**src/hdl/cld_pkg.sv**
```systemverilog
package cld_pkg;

	localparam int unsigned BYTE_W = 8;
	localparam int unsigned STATUS_W = 2;
	localparam int unsigned MAX_LEN_W = 25;
	localparam logic [MAX_LEN_W-1:0] MAX_LEN_RESET = 25'd16777216;

	localparam int unsigned KEYWORD_LEN = 15;
	localparam int unsigned KW_IDX_W = 4;

	localparam logic [BYTE_W-1:0] CHAR_CR = 8'h0D;
	localparam logic [BYTE_W-1:0] CHAR_LF = 8'h0A;
	localparam logic [BYTE_W-1:0] CHAR_TAB = 8'h09;
	localparam logic [BYTE_W-1:0] CHAR_SPACE = 8'h20;
	localparam logic [BYTE_W-1:0] CHAR_PLUS = 8'h2B;
	localparam logic [BYTE_W-1:0] CHAR_MINUS = 8'h2D;
	localparam logic [BYTE_W-1:0] CHAR_ZERO = 8'h30;
	localparam logic [BYTE_W-1:0] CHAR_NINE = 8'h39;

	typedef enum logic [STATUS_W-1:0] {
		STATUS_BODY       = 2'd0,
		STATUS_NO_LENGTH  = 2'd1,
		STATUS_BAD_LENGTH = 2'd2
	} status_t;

	// where the value parse stands within the header
	typedef enum logic [1:0] {
		PH_SEARCH = 2'd0,
		PH_BLANK  = 2'd1,
		PH_VALUE  = 2'd2,
		PH_DONE   = 2'd3
	} num_phase_t;

	// bytes of "Content-Length:"
	function automatic logic [BYTE_W-1:0] keyword_char(input logic [KW_IDX_W-1:0] idx);
		logic [BYTE_W-1:0] c;
		unique case (idx)
			4'd0:    c = 8'h43;
			4'd1:    c = 8'h6F;
			4'd2:    c = 8'h6E;
			4'd3:    c = 8'h74;
			4'd4:    c = 8'h65;
			4'd5:    c = 8'h6E;
			4'd6:    c = 8'h74;
			4'd7:    c = 8'h2D;
			4'd8:    c = 8'h4C;
			4'd9:    c = 8'h65;
			4'd10:   c = 8'h6E;
			4'd11:   c = 8'h67;
			4'd12:   c = 8'h74;
			4'd13:   c = 8'h68;
			4'd14:   c = 8'h3A;
			default: c = 8'h00;
		endcase
		return c;
	endfunction

endpackage

```
**src/hdl/cld_byte_if.sv**
```systemverilog
interface cld_byte_if;
	logic                        valid;
	logic                        ready;
	logic [cld_pkg::BYTE_W-1:0]  data_byte;

	modport source (output valid, output data_byte, input ready);
	modport sink (input valid, input data_byte, output ready);
endinterface

```
**src/hdl/cld_result_if.sv**
```systemverilog
interface cld_result_if;
	logic                         valid;
	logic                         ready;
	logic [cld_pkg::BYTE_W-1:0]   body_byte;
	logic                         last;
	logic [cld_pkg::STATUS_W-1:0] status;

	modport source (output valid, output body_byte, output last, output status, input ready);
	modport sink (input valid, input body_byte, input last, input status, output ready);
endinterface

```
**src/hdl/cld_cfg_if.sv**
```systemverilog
interface cld_cfg_if;
	logic                           valid;
	logic                           ready;
	logic [cld_pkg::MAX_LEN_W-1:0]  max_body_length;

	modport source (output valid, output max_body_length, input ready);
	modport sink (input valid, input max_body_length, output ready);
endinterface

```
**src/hdl/content_length_deframer_top.sv**
```systemverilog
// content-length deframer: takes one raw byte per cycle, scans each header up to
// cr lf cr lf, picks up the first "Content-Length:" value (atoi style: blanks,
// optional sign, digits, cut at header end) and then passes exactly that many body
// bytes, flagging the final one with last. a header without a length gives one
// status transaction of 1, a header whose length is zero, negative, overflowed or
// above max_body_length gives status 2; header bytes otherwise give no output.
// a byte is taken every cycle (sustained rate one byte per clock) as long as the
// result register drains; the path is an input register, combinational matcher and
// parser logic, and the result register, so a result is registered from the byte
// held in the input register once that byte advances. the single stall source is a
// full result register holding a transaction that the sink has not taken while the
// held byte would make a result.
// max_body_length must be written through cfg only while the block is idle; the block does not enforce this.
module content_length_deframer_top #(
	parameter int unsigned LENGTH_BITS = 24
) (
	input  logic         clk,
	input  logic         arst_n,
	cld_cfg_if.sink      cfg,
	cld_byte_if.sink     data,
	cld_result_if.source msg
);
	import cld_pkg::*;

	localparam int unsigned LV_W = LENGTH_BITS + 1;
	localparam int unsigned PROD_W = LV_W + 4;
	localparam int unsigned CMP_W = (LV_W > MAX_LEN_W) ? LV_W : MAX_LEN_W;
	localparam logic [PROD_W-1:0] LIMIT = PROD_W'(1) << LENGTH_BITS;

	// configuration register
	logic [MAX_LEN_W-1:0] max_len_q;

	// input register
	logic              valid_s1;
	logic [BYTE_W-1:0] data_s1;

	// deframer state
	logic                   in_body_q;
	logic [1:0]             sep_q;
	logic [KW_IDX_W-1:0]    kw_q;
	num_phase_t             phase_q;
	logic                   neg_q;
	logic [LV_W-1:0]        len_q;
	logic                   ovf_q;
	logic [LENGTH_BITS-1:0] remain_q;

	// result register
	logic              out_valid_q;
	logic [BYTE_W-1:0] out_byte_q;
	logic              out_last_q;
	status_t           out_status_q;

	// next state
	logic                   in_body_n;
	logic [1:0]             sep_n;
	logic [KW_IDX_W-1:0]    kw_n;
	num_phase_t             phase_n;
	logic                   neg_n;
	logic [LV_W-1:0]        len_n;
	logic                   ovf_n;
	logic [LENGTH_BITS-1:0] remain_n;

	logic              produce;
	logic [BYTE_W-1:0] res_byte;
	logic              res_last;
	status_t           res_status;

	logic              is_blank;
	logic              is_digit;
	logic [PROD_W-1:0] prod;
	logic              hdr_end;
	logic              bad_len;
	logic              advance;

	assign cfg.ready = 1'b1;

	always_ff @(posedge clk or negedge arst_n) begin
		if (!arst_n) begin
			max_len_q <= MAX_LEN_RESET;
		end else if (cfg.valid) begin
			max_len_q <= cfg.max_body_length;
		end
	end

	// byte classes
	assign is_blank = (data_s1 == CHAR_SPACE) || ((data_s1 >= CHAR_TAB) && (data_s1 <= CHAR_CR));
	assign is_digit = (data_s1 >= CHAR_ZERO) && (data_s1 <= CHAR_NINE);

	// len * 10 + digit, by shifts
	assign prod = (PROD_W'(len_q) << 3) + (PROD_W'(len_q) << 1)
		+ PROD_W'(data_s1 - CHAR_ZERO);

	always_comb begin
		in_body_n  = in_body_q;
		sep_n      = sep_q;
		kw_n       = kw_q;
		phase_n    = phase_q;
		neg_n      = neg_q;
		len_n      = len_q;
		ovf_n      = ovf_q;
		remain_n   = remain_q;
		produce    = 1'b0;
		res_byte   = data_s1;
		res_last   = 1'b0;
		res_status = STATUS_BODY;
		hdr_end    = 1'b0;
		bad_len    = 1'b0;

		if (in_body_q) begin
			// body: pass every byte, count down to the last one
			produce  = 1'b1;
			res_last = (remain_q == '0);
			if (remain_q == '0) begin
				in_body_n = 1'b0;
			end else begin
				remain_n = remain_q - LENGTH_BITS'(1);
			end
		end else begin
			// keyword match and value parse
			unique case (phase_q)
				PH_SEARCH: begin
					if ((kw_q < KW_IDX_W'(KEYWORD_LEN)) && (data_s1 == keyword_char(kw_q))) begin
						kw_n = kw_q + KW_IDX_W'(1);
					end else begin
						kw_n = (data_s1 == keyword_char('0)) ? KW_IDX_W'(1) : '0;
					end
					if (kw_n >= KW_IDX_W'(KEYWORD_LEN)) begin
						phase_n = PH_BLANK;
					end
				end
				PH_BLANK: begin
					priority if (is_blank) begin
						phase_n = PH_BLANK;
					end else if (data_s1 == CHAR_PLUS) begin
						phase_n = PH_VALUE;
					end else if (data_s1 == CHAR_MINUS) begin
						neg_n   = 1'b1;
						phase_n = PH_VALUE;
					end else if (is_digit) begin
						phase_n = PH_VALUE;
					end else begin
						phase_n = PH_DONE;
					end
				end
				PH_VALUE: begin
					if (!is_digit) begin
						phase_n = PH_DONE;
					end
				end
				PH_DONE: begin
					phase_n = PH_DONE;
				end
			endcase

			// digit accumulate, saturating at 2^LENGTH_BITS
			if (is_digit && ((phase_q == PH_BLANK) || (phase_q == PH_VALUE))) begin
				if (prod > LIMIT) begin
					len_n = LIMIT[LV_W-1:0];
					ovf_n = 1'b1;
				end else begin
					len_n = prod[LV_W-1:0];
				end
			end

			// separator cr lf cr lf
			priority if (data_s1 == CHAR_CR) begin
				sep_n = (sep_q == 2'd2) ? 2'd3 : 2'd1;
			end else if (data_s1 == CHAR_LF) begin
				priority if (sep_q == 2'd1) begin
					sep_n = 2'd2;
				end else if (sep_q == 2'd3) begin
					hdr_end = 1'b1;
				end else begin
					sep_n = 2'd0;
				end
			end else begin
				sep_n = 2'd0;
			end

			bad_len = neg_n || ovf_n || (len_n == '0)
				|| (CMP_W'(len_n) > CMP_W'(max_len_q));

			if (hdr_end) begin
				// header done: report, or switch to body
				res_byte = '0;
				priority if (phase_n == PH_SEARCH) begin
					produce    = 1'b1;
					res_status = STATUS_NO_LENGTH;
				end else if (bad_len) begin
					produce    = 1'b1;
					res_status = STATUS_BAD_LENGTH;
				end else begin
					in_body_n = 1'b1;
					remain_n  = LENGTH_BITS'(len_n - LV_W'(1));
				end
				sep_n   = 2'd0;
				kw_n    = '0;
				phase_n = PH_SEARCH;
				neg_n   = 1'b0;
				len_n   = '0;
				ovf_n   = 1'b0;
			end
		end
	end

	// the held byte moves on unless it makes a result the full output register can't take
	assign advance = valid_s1 && (!produce || !out_valid_q || msg.ready);
	assign data.ready = !valid_s1 || advance;

	always_ff @(posedge clk or negedge arst_n) begin
		if (!arst_n) begin
			valid_s1 <= 1'b0;
		end else if (data.ready) begin
			valid_s1 <= data.valid;
		end
	end

	always_ff @(posedge clk) begin
		if (data.ready && data.valid) begin
			data_s1 <= data.data_byte;
		end
	end

	always_ff @(posedge clk or negedge arst_n) begin
		if (!arst_n) begin
			in_body_q <= 1'b0;
			sep_q     <= 2'd0;
			kw_q      <= '0;
			phase_q   <= PH_SEARCH;
			neg_q     <= 1'b0;
			len_q     <= '0;
			ovf_q     <= 1'b0;
			remain_q  <= '0;
		end else if (advance) begin
			in_body_q <= in_body_n;
			sep_q     <= sep_n;
			kw_q      <= kw_n;
			phase_q   <= phase_n;
			neg_q     <= neg_n;
			len_q     <= len_n;
			ovf_q     <= ovf_n;
			remain_q  <= remain_n;
		end
	end

	// result register
	always_ff @(posedge clk or negedge arst_n) begin
		if (!arst_n) begin
			out_valid_q <= 1'b0;
		end else if (advance && produce) begin
			out_valid_q <= 1'b1;
		end else if (msg.ready) begin
			out_valid_q <= 1'b0;
		end
	end

	always_ff @(posedge clk) begin
		if (advance && produce) begin
			out_byte_q   <= res_byte;
			out_last_q   <= res_last;
			out_status_q <= res_status;
		end
	end

	assign msg.valid     = out_valid_q;
	assign msg.body_byte = out_byte_q;
	assign msg.last      = out_last_q;
	assign msg.status    = out_status_q;

endmodule
```
**src/flat_wrapper.sv**
```systemverilog
// flat-port wrapper written by rule: the top's interface ports become plain ports
module content_length_deframer_top_flat import cld_pkg::*;
#(
	parameter int unsigned LENGTH_BITS = 24
)
  (clk, arst_n, cfg_valid, cfg_max_body_length, cfg_ready, data_valid, data_data_byte, data_ready, msg_valid, msg_body_byte, msg_last, msg_status, msg_ready);
  cld_cfg_if cfg_i ();
  cld_byte_if data_i ();
  cld_result_if msg_i ();
  input  logic clk;
  input  logic arst_n;
  input wire logic [$bits(cfg_i.valid)-1:0] cfg_valid;
  input wire logic [$bits(cfg_i.max_body_length)-1:0] cfg_max_body_length;
  output wire logic [$bits(cfg_i.ready)-1:0] cfg_ready;
  input wire logic [$bits(data_i.valid)-1:0] data_valid;
  input wire logic [$bits(data_i.data_byte)-1:0] data_data_byte;
  output wire logic [$bits(data_i.ready)-1:0] data_ready;
  output wire logic [$bits(msg_i.valid)-1:0] msg_valid;
  output wire logic [$bits(msg_i.body_byte)-1:0] msg_body_byte;
  output wire logic [$bits(msg_i.last)-1:0] msg_last;
  output wire logic [$bits(msg_i.status)-1:0] msg_status;
  input wire logic [$bits(msg_i.ready)-1:0] msg_ready;
  assign cfg_i.valid = cfg_valid;
  assign cfg_i.max_body_length = cfg_max_body_length;
  assign cfg_ready = cfg_i.ready;
  assign data_i.valid = data_valid;
  assign data_i.data_byte = data_data_byte;
  assign data_ready = data_i.ready;
  assign msg_valid = msg_i.valid;
  assign msg_body_byte = msg_i.body_byte;
  assign msg_last = msg_i.last;
  assign msg_status = msg_i.status;
  assign msg_i.ready = msg_ready;
  content_length_deframer_top #(.LENGTH_BITS(LENGTH_BITS)) u_core (.clk(clk), .arst_n(arst_n), .cfg(cfg_i), .data(data_i), .msg(msg_i));
endmodule
```
**config.mk**
```make
export PLATFORM = sky130hd
export DESIGN_NAME = content_length_deframer_top_flat
export DESIGN_NICKNAME = d
export VERILOG_FILES = /design/src/hdl/cld_pkg.sv /design/src/hdl/cld_byte_if.sv /design/src/hdl/cld_result_if.sv /design/src/hdl/cld_cfg_if.sv /design/src/hdl/content_length_deframer_top.sv /design/src/flat_wrapper.sv
export SDC_FILE = /design/constraint.sdc
export NUM_CORES = 1
export LEC_CHECK = 0
export ABC_AREA = 1
export BUFFER_PORTS_ARGS = -buffer_cell sky130_fd_sc_hd__buf_4
export CAP_MARGIN = 20
export CORE_UTILIZATION = 45
export DETAILED_ROUTE_END_ITERATION = 12
export HOLD_SLACK_MARGIN = 0.12
export PLACE_DENSITY = 0.61
export SYNTH_ARGS = -nofsm -noshare
export SYNTH_HDL_FRONTEND = slang
export SYNTH_SLANG_ARGS = --single-unit
```
**constraint.sdc**
```tcl
create_clock -name clk -period 18.6 [get_ports clk]
set_input_delay 4.65 -clock clk [delete_from_list [all_inputs] [get_ports clk]]
set_output_delay 4.65 -clock clk [all_outputs]
set_load 0.05 [all_outputs]
```
; Yosys cells after proc, flatten, opt, wreduce, memory -nomap -nowiden
; Memories as Yosys holds them, arrays and structs flattened.
; Index checks and enable logic that the tools add are counted.
[totals]
regBits = 106
memories = 1
romBits = 112
word_cells = 143
latch_bits = 0
output_inout_bits = 14
ramBits = 0
[mem_list]
columns = memory, depth, word_bits, rd, rd_clocked_by_memory_dff, wr, line_no
row1 = (name not given), 16, 7, 1, 0, 0, cld_pkg.sv:37  ; unique case (idx)
[op_classes]
div_mod_pow = 0
order_cmp = 8
eq_ne = 17
n_addsub = 6
shift = 0
n_mul = 0
bitwise = 2
n_mux = 62
reduce_logical = 31
[ops]
columns = operator, n
row1 = 24-bit 2-to-1 mux, 5
row2 = 25-bit 2-to-1 mux, 4
row3 = "24-bit by 1-bit subtractor with 24-bit output, second input constant", 2
row4 = 8-bit 2-to-1 mux, 4
row5 = 28-bit by 26-bit adder with 29-bit output, 1
row6 = 29-bit adder, 1
row7 = "29-bit by 25-bit > comparator with 1-bit output, second input constant", 1
row8 = 1-bit 2-to-1 mux, 29
row9 = 2-bit 2-to-1 mux, 14
row10 = 25-bit > comparator, 1
row11 = 25-bit zero test, 1
row12 = "8-bit by 6-bit == test with 1-bit output, second input constant", 3
row13 = 24-bit zero test, 1
row14 = 4-bit 2-to-1 mux, 5
row15 = "8-bit by 4-bit == test with 1-bit output, second input constant", 2
row16 = "8-bit by 6-bit subtractor with 9-bit output, second input constant", 1
row17 = "2-bit == test, second input constant", 4
row18 = "8-bit by 7-bit == test with 1-bit output, second input constant", 1
row19 = 8-bit == test, 1
row20 = "8-bit by 4-bit greater-or-equal comparator with 1-bit output, second input constant", 1
row21 = "8-bit by 6-bit greater-or-equal comparator with 1-bit output, second input constant", 1
row22 = "8-bit by 4-bit less-or-equal comparator with 1-bit output, second input constant", 1
row23 = "8-bit by 6-bit less-or-equal comparator with 1-bit output, second input constant", 1
row24 = 1-bit logical OR, 8
row25 = 18 further kinds, 33

; Logic depth before layout (Yosys ltp)
; Gate-level depths: netlist of the first run.
[logic_depth]
ltp_word = 22
ltp_mapped = 44

; Least setup slack after synthesis of the first run
; Ideal clock, no wire load.
[synth_timing]
kind = register to output
start = register u_core.data_s1[6]
end = output port data_ready
slack_ns = 7.791
path_buffers = 1
stages_incl_launch_ff = 35
arrival_ns = 6.159
cell_sequence = edfxtp_1 -> nor2_1 -> inv_1 -> nor2_1 -> fa_1 -> ha_1 -> nand2_1 -> nor2_1 -> nand3_1 -> nand3_1 -> nand2_1 -> nand3_1 -> nand2_1 -> nand4_1 -> nor2_1 -> nand2_1 -> nand2_4 -> buf_6 -> o21a_1 -> ha_1 -> nand2_1 -> nor2_1 -> a211oi_1 -> o21ai_0 -> a21boi_0 -> o21ai_0 -> nand2_1 -> nand3_1 -> nand2_1 -> a21oi_1 -> nor2_1 -> a21oi_1 -> nor3_2 -> nand4_2 -> nand4_1
[synth_via]
elab_chain_cells = 18
[synth_rtl]
columns = item, line_no
row1 = from (decl), content_length_deframer_top.sv:35  ; logic [BYTE_W-1:0] data_s1;
row2 = from (signal assigned), content_length_deframer_top.sv:220  ; data_s1 <= data.data_byte;
row3 = branches (longest 11 deep; another with 29-bit adder), n/a
row4 = 1-bit 2-to-1 mux (*), content_length_deframer_top.sv:183  ; if (hdr_end) begin
row5 = 1-bit 2-to-1 mux (*), content_length_deframer_top.sv:109  ; if (in_body_q) begin
row6 = 1-bit zero test (*), content_length_deframer_top.sv:207  ; assign advance = valid_s1 && (!produce || !out_valid_q || msg.ready);
row7 = 1-bit logical OR (*) (2 in series), content_length_deframer_top.sv:207
row8 = 1-bit logical AND (*), content_length_deframer_top.sv:207
row9 = 1-bit logical OR (*), content_length_deframer_top.sv:208  ; assign data.ready = !valid_s1 || advance;
row10 = to (decl), flat_wrapper.sv:17  ; output wire logic [$bits(data_i.ready)-1:0] data_ready;
; Every way passes the cells marked *. The select of a mux whose other input is x is not followed.

; Worst setup path after layout of the first run
[layout_timing]
start = register u_core.data_s1[7]
end = output port data_ready
; Same word-level chain as after synthesis.

==> flow_metrics.py, run 1 <==
metrics = {
    "status": {
        "status": "completed",
    },
    "placed_design": {
        "gp_congestion": 0.920,
        "port_buffers": 50,
        "place_ws_ns": 7.63,
        "hpwl_mm": 22.8,
    },
    "pwr": {
        "leakage_nw": 6.18,
        "peakVddDrop_v": 0.0000508,
        "power.share.clock_pct": 15.7,
        "seq_power_share_pct": 22.8,
        "switching_share_pct": 52.5,
        "p_per_area_nw_per_um2": 121,
        "power_frac_comb_pct": 61.5,
        "p_switching_w": 0.000689,
        "internal-power_w": 0.000624,
    },
    "setup_path": {
        "crit_family": "simple AND/OR/NAND/NOR gates",
        "worstSetupPathType": "flop to primary output",
        "path_max_fanout": 20,
        "crit_slowest_cell": "edfxtp_1",
        "cp_num_buf_inv": 4,
        "cp.required_ns": 13.95,
        "max_stage_delay_ns": 0.48,
        "worst_setup_path_start_kind": "flop",
        "endpoint_kind": "primary output",
        "worstPathArrival_ns": 6.77,
        "crit_path_frequent_cell": "nand2_1",
    },
    "cts": {
        "cts_buffer_depth": 2,
        "cts-resized-gates": 0,
        "clock_latency_ns": 0.37,
        "cts_setup_buffers": 0,
        "clock_sinks": 106,
        "cts_tree": "built",
        "clk_pin_slew_ns": 0.09,
        "cts-root-buf": "clkbuf_16",
        "cts_buffers": 9,
        "hold_buffers": 0,
        "htreeDepth": 3,
    },
    "final_layout": {
        "drive_gt1_share_pct": 7.24,
        "diodes": 0,
        "layout.nets": 1685,
        "synthToLayoutAreaGrowth_pct": 8.37,
    },
    "synth": {
        "synth.area.top_cells": "dfrtp_1 (21%), nand2_1 (21%), inv_1 (9.0%), ha_1 (8.5%), edfxtp_1 (5.7%)",
        "ys_seq_area_share_pct": 27.4,
        "synth_top_cell_by_area": "dfrtp_1",
        "ys_types": 54,
        "netlist_area_um2": 10000,
        "synth_edf_count": 19,
        "synth_flop_cell": "dfrtp_1",
        "synth_seq_cells": 106,
        "synth_cells": 1533,
        "yosys_warnings": 0,
        "synth.avg_cell_area_um2": 6.54,
        "yosysTopAreaCellShare_pct": 21.5,
        "async_reset_ff_share_pct": 82.1,
        "synth_fp_nets": 1663,
    },
    "route": {
        "wl_per_cell_um": 15.5,
        "viasPerCell": 5.16,
        "drc": 0,
        "drt-total-wl_mm": 28.6,
        "vias": 9494,
        "first_iter_violations": 741,
        "drtPass1Iterations": 5,
        "ant_nets": 0,
    },
    "hold_path": {
        "hold_path_class": "flop to flop",
    },
    "floorplanning": {
        "io_pins": 52,
        "dieArea_um2": 22900,
        "row_count": 54,
        "die_h_um": 151,
        "core_area_um2": 21800,
        "die_w_um": 151,
        "initial_core_util_pct": 46.0,
    },
    "run": {
        "drv_cap": 0,
    },
    "grt": {
        "grt_start_max_net_pins": 70,
        "gr-total-overflow": 0,
        "grt_pass1_wl_mm": 45.6,
        "grt_pass1_vias": 8672,
        "antenna_found_initial": 0,
        "grt_usage_pct": 26.1,
    },
    "timing": {
        "fmax_mhz": 87.6,
        "finalSetupTns_ns": 0,
        "grt_setup_unrepaired": "no",
        "setup_viol": 0,
        "finalWorstSetupSlack_ns": 7.18,
        "max-slew-margin-rel_pct": 39.9,
        "maxSlewViolCount": 0,
        "fin_crit_sh_pct": 61.4,
        "hold_viol_final": 0,
        "fin_worst_skew_ns": 0.0175,
        "max_slew.worst_pin.slew_ns": 0.901,
        "fin_crit_ns": 11.42,
    },
}
## worst min-delay path: cells and delay by family (launching register included)
kind / cells / cell delay (ns)
flops: 1 / 0.35
simple gates: 2 / 0.10
## cell usage in the layout, fill, tap and decap left out, drive strengths merged, types with 2 or more instances in the layout
cell	Yosys	layout
o22ai	2	2
nand3	89	89
o31ai	2	2
nand2	574	574
a211oi	5	5
clkinv	1	5
dfrtp	86	86
nand4	55	55
xor2	20	20
clkbuf	19	9
nor4	5	5
nand3b	3	3
nor2	143	143
o21bai	2	2
or2	6	6
a21boi	7	7
nor3	13	13
a21oi	39	39
edfxtp	19	19
inv	243	246
buf	26	56
fa	24	24
ha	68	68
xnor2	12	12
o21ai	51	51
a31oi	4	4
o21a	4	4
and2	2	2
## synth_stat cells (20+ instances only)
| cell | instances |
|---|---|
| nand2_1 | 564 |
| inv_1 | 241 |
| nor2_1 | 141 |
| dfrtp_1 | 86 |
| nand3_1 | 79 |
| ha_1 | 68 |
| nand4_1 | 54 |
| o21ai_0 | 50 |
| a21oi_1 | 35 |
| fa_1 | 24 |
| xor2_1 | 20 |
## stage by stage
stage	hold slack, ns	area [um2]	util [%]	total power, W	cells
floorplan	0.442	10000	-	0.000892	1533
finish	0.481	10900	49.8	0.00131	1840
global placement	0.457	10500	48.3	0.00110	1824
detailed placement	0.462	10500	48.3	0.00110	1824
CTS	0.483	10900	49.8	0.00131	1840
global route	0.495	10900	49.8	0.00144	1840
## flip-flops by register name (all words and copies together) (netlist names)
register	count
u_core.phase_q	2
u_core.msg.last	1
u_core.kw_q	4
u_core.max_len_q	25
u_core.ovf_q	1
u_core.msg.body_byte	8
u_core.data_s1	8
u_core.sep_q	2
u_core.in_body_q	1
u_core.remain_q	24
u_core.valid_s1	1
u_core.neg_q	1
u_core.msg.status	2
u_core.msg.valid	1
u_core.len_q	25
## logic make-up after synthesis
logic type      after synthesis  synth area share [%]
fa+ha+maj                    92                  13.3
buf+inv                     289                  11.7
xor+xnor                     32                  2.79
mux                           1                 0.112
other cells                   1                0.0374
simple gates                891                  37.6
compound gates              121                  7.01
flops                       106                  27.4
## power by group through the flow
stage / registers, W / logic, W / clock network [W]
after floorplan: 0.000289 / 0.000603 / 0
after global placement: 0.000302 / 0.000793 / 0
after detailed placement: 0.000303 / 0.000793 / 0
after CTS: 0.000299 / 0.000799 / 0.000212
after global routing: 0.000304 / 0.000912 / 0.000219
final: 0.000299 / 0.000807 / 0.000207
## area by class of cell
class,count,area (um2)
repair buffers,56,420
clock buffers,9,225
clock inverters,7,101
inverters,244,916
multi-input cells,1138,6110
well taps,280,350
flip-flops and latches,106,2750
fillers,2307,11000
## routing by layer
layer  up-vias  GRT usage (%)  share of wire [%]
met5         -              0                  0
met4         0           7.10                2.3
met3        39           2.98                4.1
met2       223           39.3                 43
met1      4381           39.1                 51
li1       4851              -                  -
## worst paths after layout
path	start	end	slack, ns	cells after the start
setup / recovery	u_core.data_s1[7]	data_ready	7.18	36
hold / removal	u_core.remain_q[21]	u_core.remain_q[21]	0.48	2
setup reg to reg	u_core.data_s1[7]	u_core.len_q[19]	11.15	38
hold reg to reg	u_core.remain_q[21]	u_core.remain_q[21]	0.48	2
max in group asynchronous	arst_n	u_core.len_q[9]	13.29	2
min in group asynchronous	arst_n	u_core.remain_q[2]	4.14	1
Note: power is estimated with default switching activity, not from simulation.
==> inputs of run 2 (changes only) <==
- ABC_AREA: 1 -> 0
- PLACE_DENSITY: 0.61 -> 0.63
- clock period: 18.6 -> 9.3 ns (I/O delays scaled with it)
==> run 2 against run 1 <==
Compared with the run above:
- synthesized cell count down 29%
- register-to-register slack got worse by 9.3 ns
- highest routed layer unchanged
- the flow now finishes with violations (setup timing)
- core utilization rose by 6.0 points
- worst hold slack gained 0.021 ns
- critical path depth fell by 3
==> flow_metrics.py, run 2 <==
metrics = {
    "status": {
        "status": "complete, but fails checks",
        "violations": "setup timing",
    },
    "floorplanning": {
        "die_w_um": 146,
        "dieArea_um2": 21400,
        "die_h_um": 146,
        "io_pins": 52,
        "core_area_um2": 20300,
        "initial_core_util_pct": 46.1,
        "row_count": 52,
    },
    "synth": {
        "synth.most_common_cell": "nand2_1",
        "synth.area.top_cells": "dfrtp_1 (23%), ha_1 (9.1%), edfxtp_1 (6.1%), fa_1 (5.1%), nand2_1 (4.1%)",
        "synth_common_cells": "nand2_1 (103), dfrtp_1 (86), nor2_1 (75), a21oi_1 (72), o21ai_0 (72)",
        "synth_top_cell_by_area": "dfrtp_1",
        "async_reset_ff_share_pct": 82.1,
        "synth_edf_count": 19,
        "yosysTopAreaCellShare_pct": 23.0,
        "synth_cells": 1088,
        "ys_seq_area_share_pct": 29.4,
        "synth_flop_cell": "dfrtp_1",
        "netlist_area_um2": 9370,
        "synth_seq_cells": 106,
        "synth.avg_cell_area_um2": 8.61,
        "synth_fp_nets": 1218,
        "ys_types": 81,
        "yosys_warnings": 0,
    },
    "grt": {
        "grt_usage_pct": 25.9,
        "gr-total-overflow": 0,
        "antenna_found_initial": 0,
        "grt_start_max_net_pins": 61,
        "grt_pass1_vias": 8205,
        "grt_pass1_wl_mm": 43.8,
    },
    "cts": {
        "cts_tree": "built",
        "cts-root-buf": "clkbuf_16",
        "clk_pin_slew_ns": 0.08,
        "cts_buffers": 9,
        "clock_latency_ns": 0.37,
        "htreeDepth": 3,
        "clock_sinks": 106,
        "cts_buffer_depth": 2,
    },
    "final_layout": {
        "fillers": 1897,
        "final_cell_mix": "buf_4 (127), nand2_1 (98), dfrtp_1 (85)",
        "synthToLayoutAreaGrowth_pct": 21.0,
        "stdcell_count": 1453,
        "layout.nets": 1308,
        "top_regs": "u_core.len_q x25, u_core.max_len_q x25, u_core.remain_q x24",
        "final_common_cell": "buf_4",
        "drive_gt1_share_pct": 20.7,
        "final_area_um2": 11300,
        "diodes": 0,
    },
    "route": {
        "drc": 0,
        "drt-total-wl_mm": 27.9,
        "wl_per_cell_um": 19.2,
        "first_iter_violations": 765,
        "vias": 8758,
        "viasPerCell": 6.03,
        "drtPass1Iterations": 5,
        "ant_nets": 0,
    },
    "pwr": {
        "peakVddDrop_v": 0.000172,
        "power.total_w": 0.00420,
        "leakage_nw": 4.96,
        "p_per_area_nw_per_um2": 371,
    },
    "timing": {
        "fin_crit_ns": 9.40,
        "grt_setup_unrepaired": "yes",
        "max_slew.worst_pin.slew_ns": 1.06,
        "max-slew-margin-rel_pct": 29.5,
        "hold_viol_final": 0,
        "maxSlewViolCount": 0,
        "setup_viol": 1,
        "fin_crit_sh_pct": 101,
        "fin_worst_skew_ns": 0.0177,
        "finalWorstSetupSlack_ns": -0.105,
        "fmax_mhz": 106,
    },
    "setup_path": {
        "cp.required_ns": 6.98,
        "path_max_fanout": 7,
        "crit_path_frequent_cell": "o21a_1",
        "endpoint_kind": "primary output",
        "worstPathArrival_ns": 7.08,
        "max_stage_delay_ns": 0.54,
        "worst_setup_path_start_kind": "flop",
        "worstSetupPathType": "flop to primary output",
        "crit_slowest_cell": "or4_4",
    },
    "hold_path": {
        "hold_path_class": "flop to flop",
    },
    "placed_design": {
        "placed_cells": 1409,
        "place_ws_ns": -0.145,
        "hpwl_mm": 20.9,
        "dpl_cell_area_um2": 10300,
        "gp_congestion": 0.961,
        "port_buffers": 50,
    },
    "run": {
        "drv_cap": 0,
    },
}
[run 2: cell count changes after synthesis, moves of 27 or more]
cell	before	now
nor2_1	141	75
clkbuf_1	19	46
a21oi_1	35	72
nand2_1	564	103
a22o_1	0	40
inv_1	241	70
nand3_1	79	33
nand4_1	54	25
[run 2: metal layers]
metal	global-route usage (%)	up-vias	share of wire [%]
li1	-	4182	-
met1	37.5	4193	47
met2	40.6	336	45
met3	3.25	47	5.8
met4	7.45	0	2.6
met5	0	-	0
[run 2: worst paths after layout]
path / startpoint / endpoint / slack (ns) / depth (start not counted)
worst min register to register: u_core.neg_q / u_core.neg_q / 0.50 / 2
max in group asynchronous: arst_n / u_core.len_q[17] / 6.28 / 2
min in group asynchronous: arst_n / u_core.kw_q[1] / 1.89 / 1
worst min-delay path: u_core.neg_q / u_core.neg_q / 0.50 / 2
worst max register to register: u_core.data_s1[5] / u_core.data_s1[4] / 1.81 / 32
worst max-delay path: u_core.data_s1[5] / data_ready / -0.10 / 33
[run 2: logic make-up (layout without fill, tap and decap cells)]
logic type | count (synthesis) | count (layout) | share of synthesized area (%)
AND/OR/NAND/NOR | 354 | 354 | 18.5
AO/OA/AOI/OAI | 329 | 329 | 24.7
buffers and inverters | 129 | 224 | 5.52
flip-flops | 106 | 106 | 29.4
adder cells (fa/ha/maj) | 94 | 94 | 14.4
XOR/XNOR | 47 | 47 | 4.40
multiplexers | 28 | 28 | 3.10
other | 1 | 1 | 0.0400
[run 2: critical path: cells and delay by family, from the launching register on]
family,cells,cell delay [ns]
AOI/OAI and AO/OA,11,2.55
DFF,1,0.46
buffers and inverters,7,0.85
and+or+nand+nor,11,1.73
adders and majority gates,4,1.12
[run 2: area by class of cell]
class | count | area [um2] | share of cell area, %
Clock buffer | 10 | 229 | 2.02
Inverter | 70 | 263 | 2.32
Timing Repair Buffer | 138 | 1140 | 10.1
Tap cell | 270 | 338 | 2.98
Multi-Input combinational cell | 853 | 6550 | 57.8
Sequential cell | 106 | 2750 | 24.3
Clock inverter | 6 | 60.1 | 0.530
[run 2: what timing repair did]
| item | in CTS | in global routing |
|---|---|---|
| gates resized for setup | 35 | 53 |
| gates cloned | 2 | 0 |
| hold endpoints to repair | 0 | 0 |
| setup endpoints to repair | 1 | 1 |
| hold buffers | 0 | 0 |
| pin swaps | 16 | 48 |
| buffers inserted | 10 | 15 |
[run 2: power breakdown]
group / total [W] / internal [W] / switching, W
sequential: 0.000766 / 0.000592 / 0.000174
combinational: 0.00305 / 0.00131 / 0.00174
clock: 0.000383 / 0.000188 / 0.000195
[run 2: through the flow]
| step | TNS [ns] | utilization (%) | hold WS, ns |
|---|---|---|---|
| 6_report | -0.105 | 55.8 | 0.502 |
| 5_1_grt | -0.375 | 55.8 | 0.538 |
| 4_1_cts | 0 | 53.8 | 0.499 |
| 3_5_place_dp | -0.145 | 51.0 | 0.479 |
| 3_3_place_gp | -0.140 | 51.0 | 0.474 |
| 2_1_floorplan | 0 | - | 0.451 |
==> inputs of run 3 (changes only) <==
- HOLD_SLACK_MARGIN: 0.12 -> 0.08
- PLACE_DENSITY: 0.63 -> 0.61
- SKIP_LAST_GASP: unset -> 1
- clock period: 9.3 -> 9.25 ns (I/O delays scaled with it)
==> run 3 against run 2 <==
Compared with the run above:
- global-route usage increased by 0.76 points
- core utilization increased by 1.5 points
- clock-buffer cell count decreased by 1
- highest routed layer unchanged
- setup slack improved by 0.20 ns
- critical endpoint unchanged
- critical path type unchanged
- the run now ends clean
==> flow_metrics.py, run 3 (same netlist as run 2, synthesis figures left out) <==
metrics = {
    "status": {
        "status": "completed",
    },
    "final_layout": {
        "final_area_um2": 11600,
        "diodes": 0,
        "top_regs": "u_core.len_q x25, u_core.max_len_q x25, u_core.remain_q x24",
        "fin_util_pct": 57.3,
        "synthToLayoutAreaGrowth_pct": 24.3,
        "final_common_cell": "buf_4",
        "drive_gt1_share_pct": 23.6,
        "final_cell_mix": "buf_4 (160), nand2_1 (100), dfrtp_1 (85)",
        "layout.nets": 1338,
    },
    "hold_path": {
        "hold_depth": 2,
        "hold_path_startpoint": "u_core.neg_q",
        "holdPathEnd": "u_core.neg_q",
        "hold_path_class": "flop to flop",
    },
    "cts": {
        "cts_buffer_depth": 2,
        "cts-root-buf": "clkbuf_16",
        "hold_buffers": 0,
        "htreeDepth": 3,
        "cts_buffers": 9,
        "clock_latency_ns": 0.37,
        "cts_tree": "built",
        "clock_sinks": 106,
        "clk_pin_slew_ns": 0.08,
    },
    "timing": {
        "grt_setup_unrepaired": "yes",
        "fin_worst_skew_ns": 0.00935,
        "fin_crit_ns": 9.15,
        "max_slew.worst_pin.slew_ns": 1.13,
        "hold_viol_final": 0,
        "maxSlewViolCount": 0,
        "max-slew-margin-rel_pct": 23.8,
        "fmax_mhz": 109,
        "setup_viol": 0,
        "fin_crit_sh_pct": 99.0,
    },
    "grt": {
        "antenna_found_initial": 0,
        "gr-total-overflow": 0,
        "grt_pass1_vias": 8307,
        "grt_start_max_net_pins": 61,
        "grt_pass1_wl_mm": 44.9,
        "grt_usage_pct": 26.7,
    },
    "placed_design": {
        "gp_congestion": 0.959,
        "port_buffers": 50,
        "hpwl_mm": 21.4,
        "dpl_cell_area_um2": 10500,
    },
    "route": {
        "vias": 8995,
        "viasPerCell": 6.07,
        "drt-total-wl_mm": 28.9,
        "drc": 0,
        "wl_per_cell_um": 19.5,
        "drtPass1Iterations": 5,
        "ant_nets": 0,
        "first_iter_violations": 783,
    },
    "setup_path": {
        "cp.required_ns": 6.94,
        "startpoint": "u_core.data_s1[5]",
        "r2r_slack_ns": 1.89,
        "r2r_cells": 30,
        "r2r-end": "u_core.data_s1[4]",
        "path_max_fanout": 8,
        "worst_setup_path_start_kind": "flop",
        "endpoint_kind": "primary output",
        "timing.rr.start": "u_core.data_s1[5]",
        "worstPathArrival_ns": 6.84,
        "crit_slowest_cell": "fa_1",
        "max_stage_delay_ns": 0.56,
        "worstSetupPathType": "flop to primary output",
    },
    "floorplanning": {
        "initial_core_util_pct": 46.1,
        "row_count": 52,
        "dieArea_um2": 21400,
        "io_pins": 52,
        "die_w_um": 146,
        "core_area_um2": 20300,
        "die_h_um": 146,
    },
    "pwr": {
        "peakVddDrop_v": 0.000151,
        "power.total_w": 0.00435,
        "leakage_nw": 5.13,
        "p_per_area_nw_per_um2": 374,
    },
    "run": {
        "drv_cap": 0,
    },
}
run 3: cell type report:
| class | count | area (um2) |
|---|---|---|
| timing repair buffer | 168 | 1340 |
| inverter | 70 | 263 |
| multi-input combinational | 853 | 6640 |
| tap | 270 | 338 |
| clock inverter | 7 | 86.3 |
| fill | 1888 | 8660 |
| sequential | 106 | 2750 |
| clock buffer | 9 | 225 |
run 3: repair_timing:
item | in CTS | in global routing
gates cloned | 1 | 1
gates resized for setup | 22 | 78
endpoints found under the setup margin | 1 | 1
buffers inserted | 21 | 16
pin swaps | 10 | 34
run 3: report_power, final:
group / leakage (nW) / internal [W] / switching (W) / total, W
clock network: 0.154 / 0.000216 / 0.000198 / 0.000414
logic: 3.70 / 0.00136 / 0.00181 / 0.00317
registers: 1.27 / 0.000595 / 0.000177 / 0.000772
run 3: routing by layer:
metal	share of wire, %	global-route usage (%)	up-vias
met5	0	0	-
met4	2.5	8.39	0
met3	6.5	4.47	51
met2	46	41.3	364
met1	45	38.0	4344
li1	-	-	4236
run 3: per-stage QoR:
step / cells / hold slack [ns] / setup TNS (ns) / worst slack [ns]
after floorplan: 1088 / 0.451 / 0 / 0.0331
after global placement: 1427 / 0.468 / 0 / 0.284
after detailed placement: 1427 / 0.481 / 0 / 0.226
after CTS: 1465 / 0.500 / 0 / 0.00106
after global routing: 1483 / 0.537 / -0.220 / -0.220
final: 1483 / 0.510 / 0 / 0.0962
run 3: worst max-delay path, delay by kind of cell, from the launching register on:
family / cells / cell delay, ns
buf+inv: 6 / 0.65
simple gates: 12 / 1.90
flops: 1 / 0.46
compound gates: 7 / 1.99
xor+xnor: 1 / 0.17
fa+ha+maj: 4 / 1.26
run 3: how the worst max path moves through the flow:
| stage | cells after the start | end |
|---|---|---|
| 2_1_floorplan | 31 | data_ready |
| 3_3_place_gp | 30 | data_ready |
| 3_5_place_dp | 29 | data_ready |
| 4_1_cts | 34 | data_ready |
| 5_1_grt | 31 | data_ready |
| 6_report | 30 | data_ready |
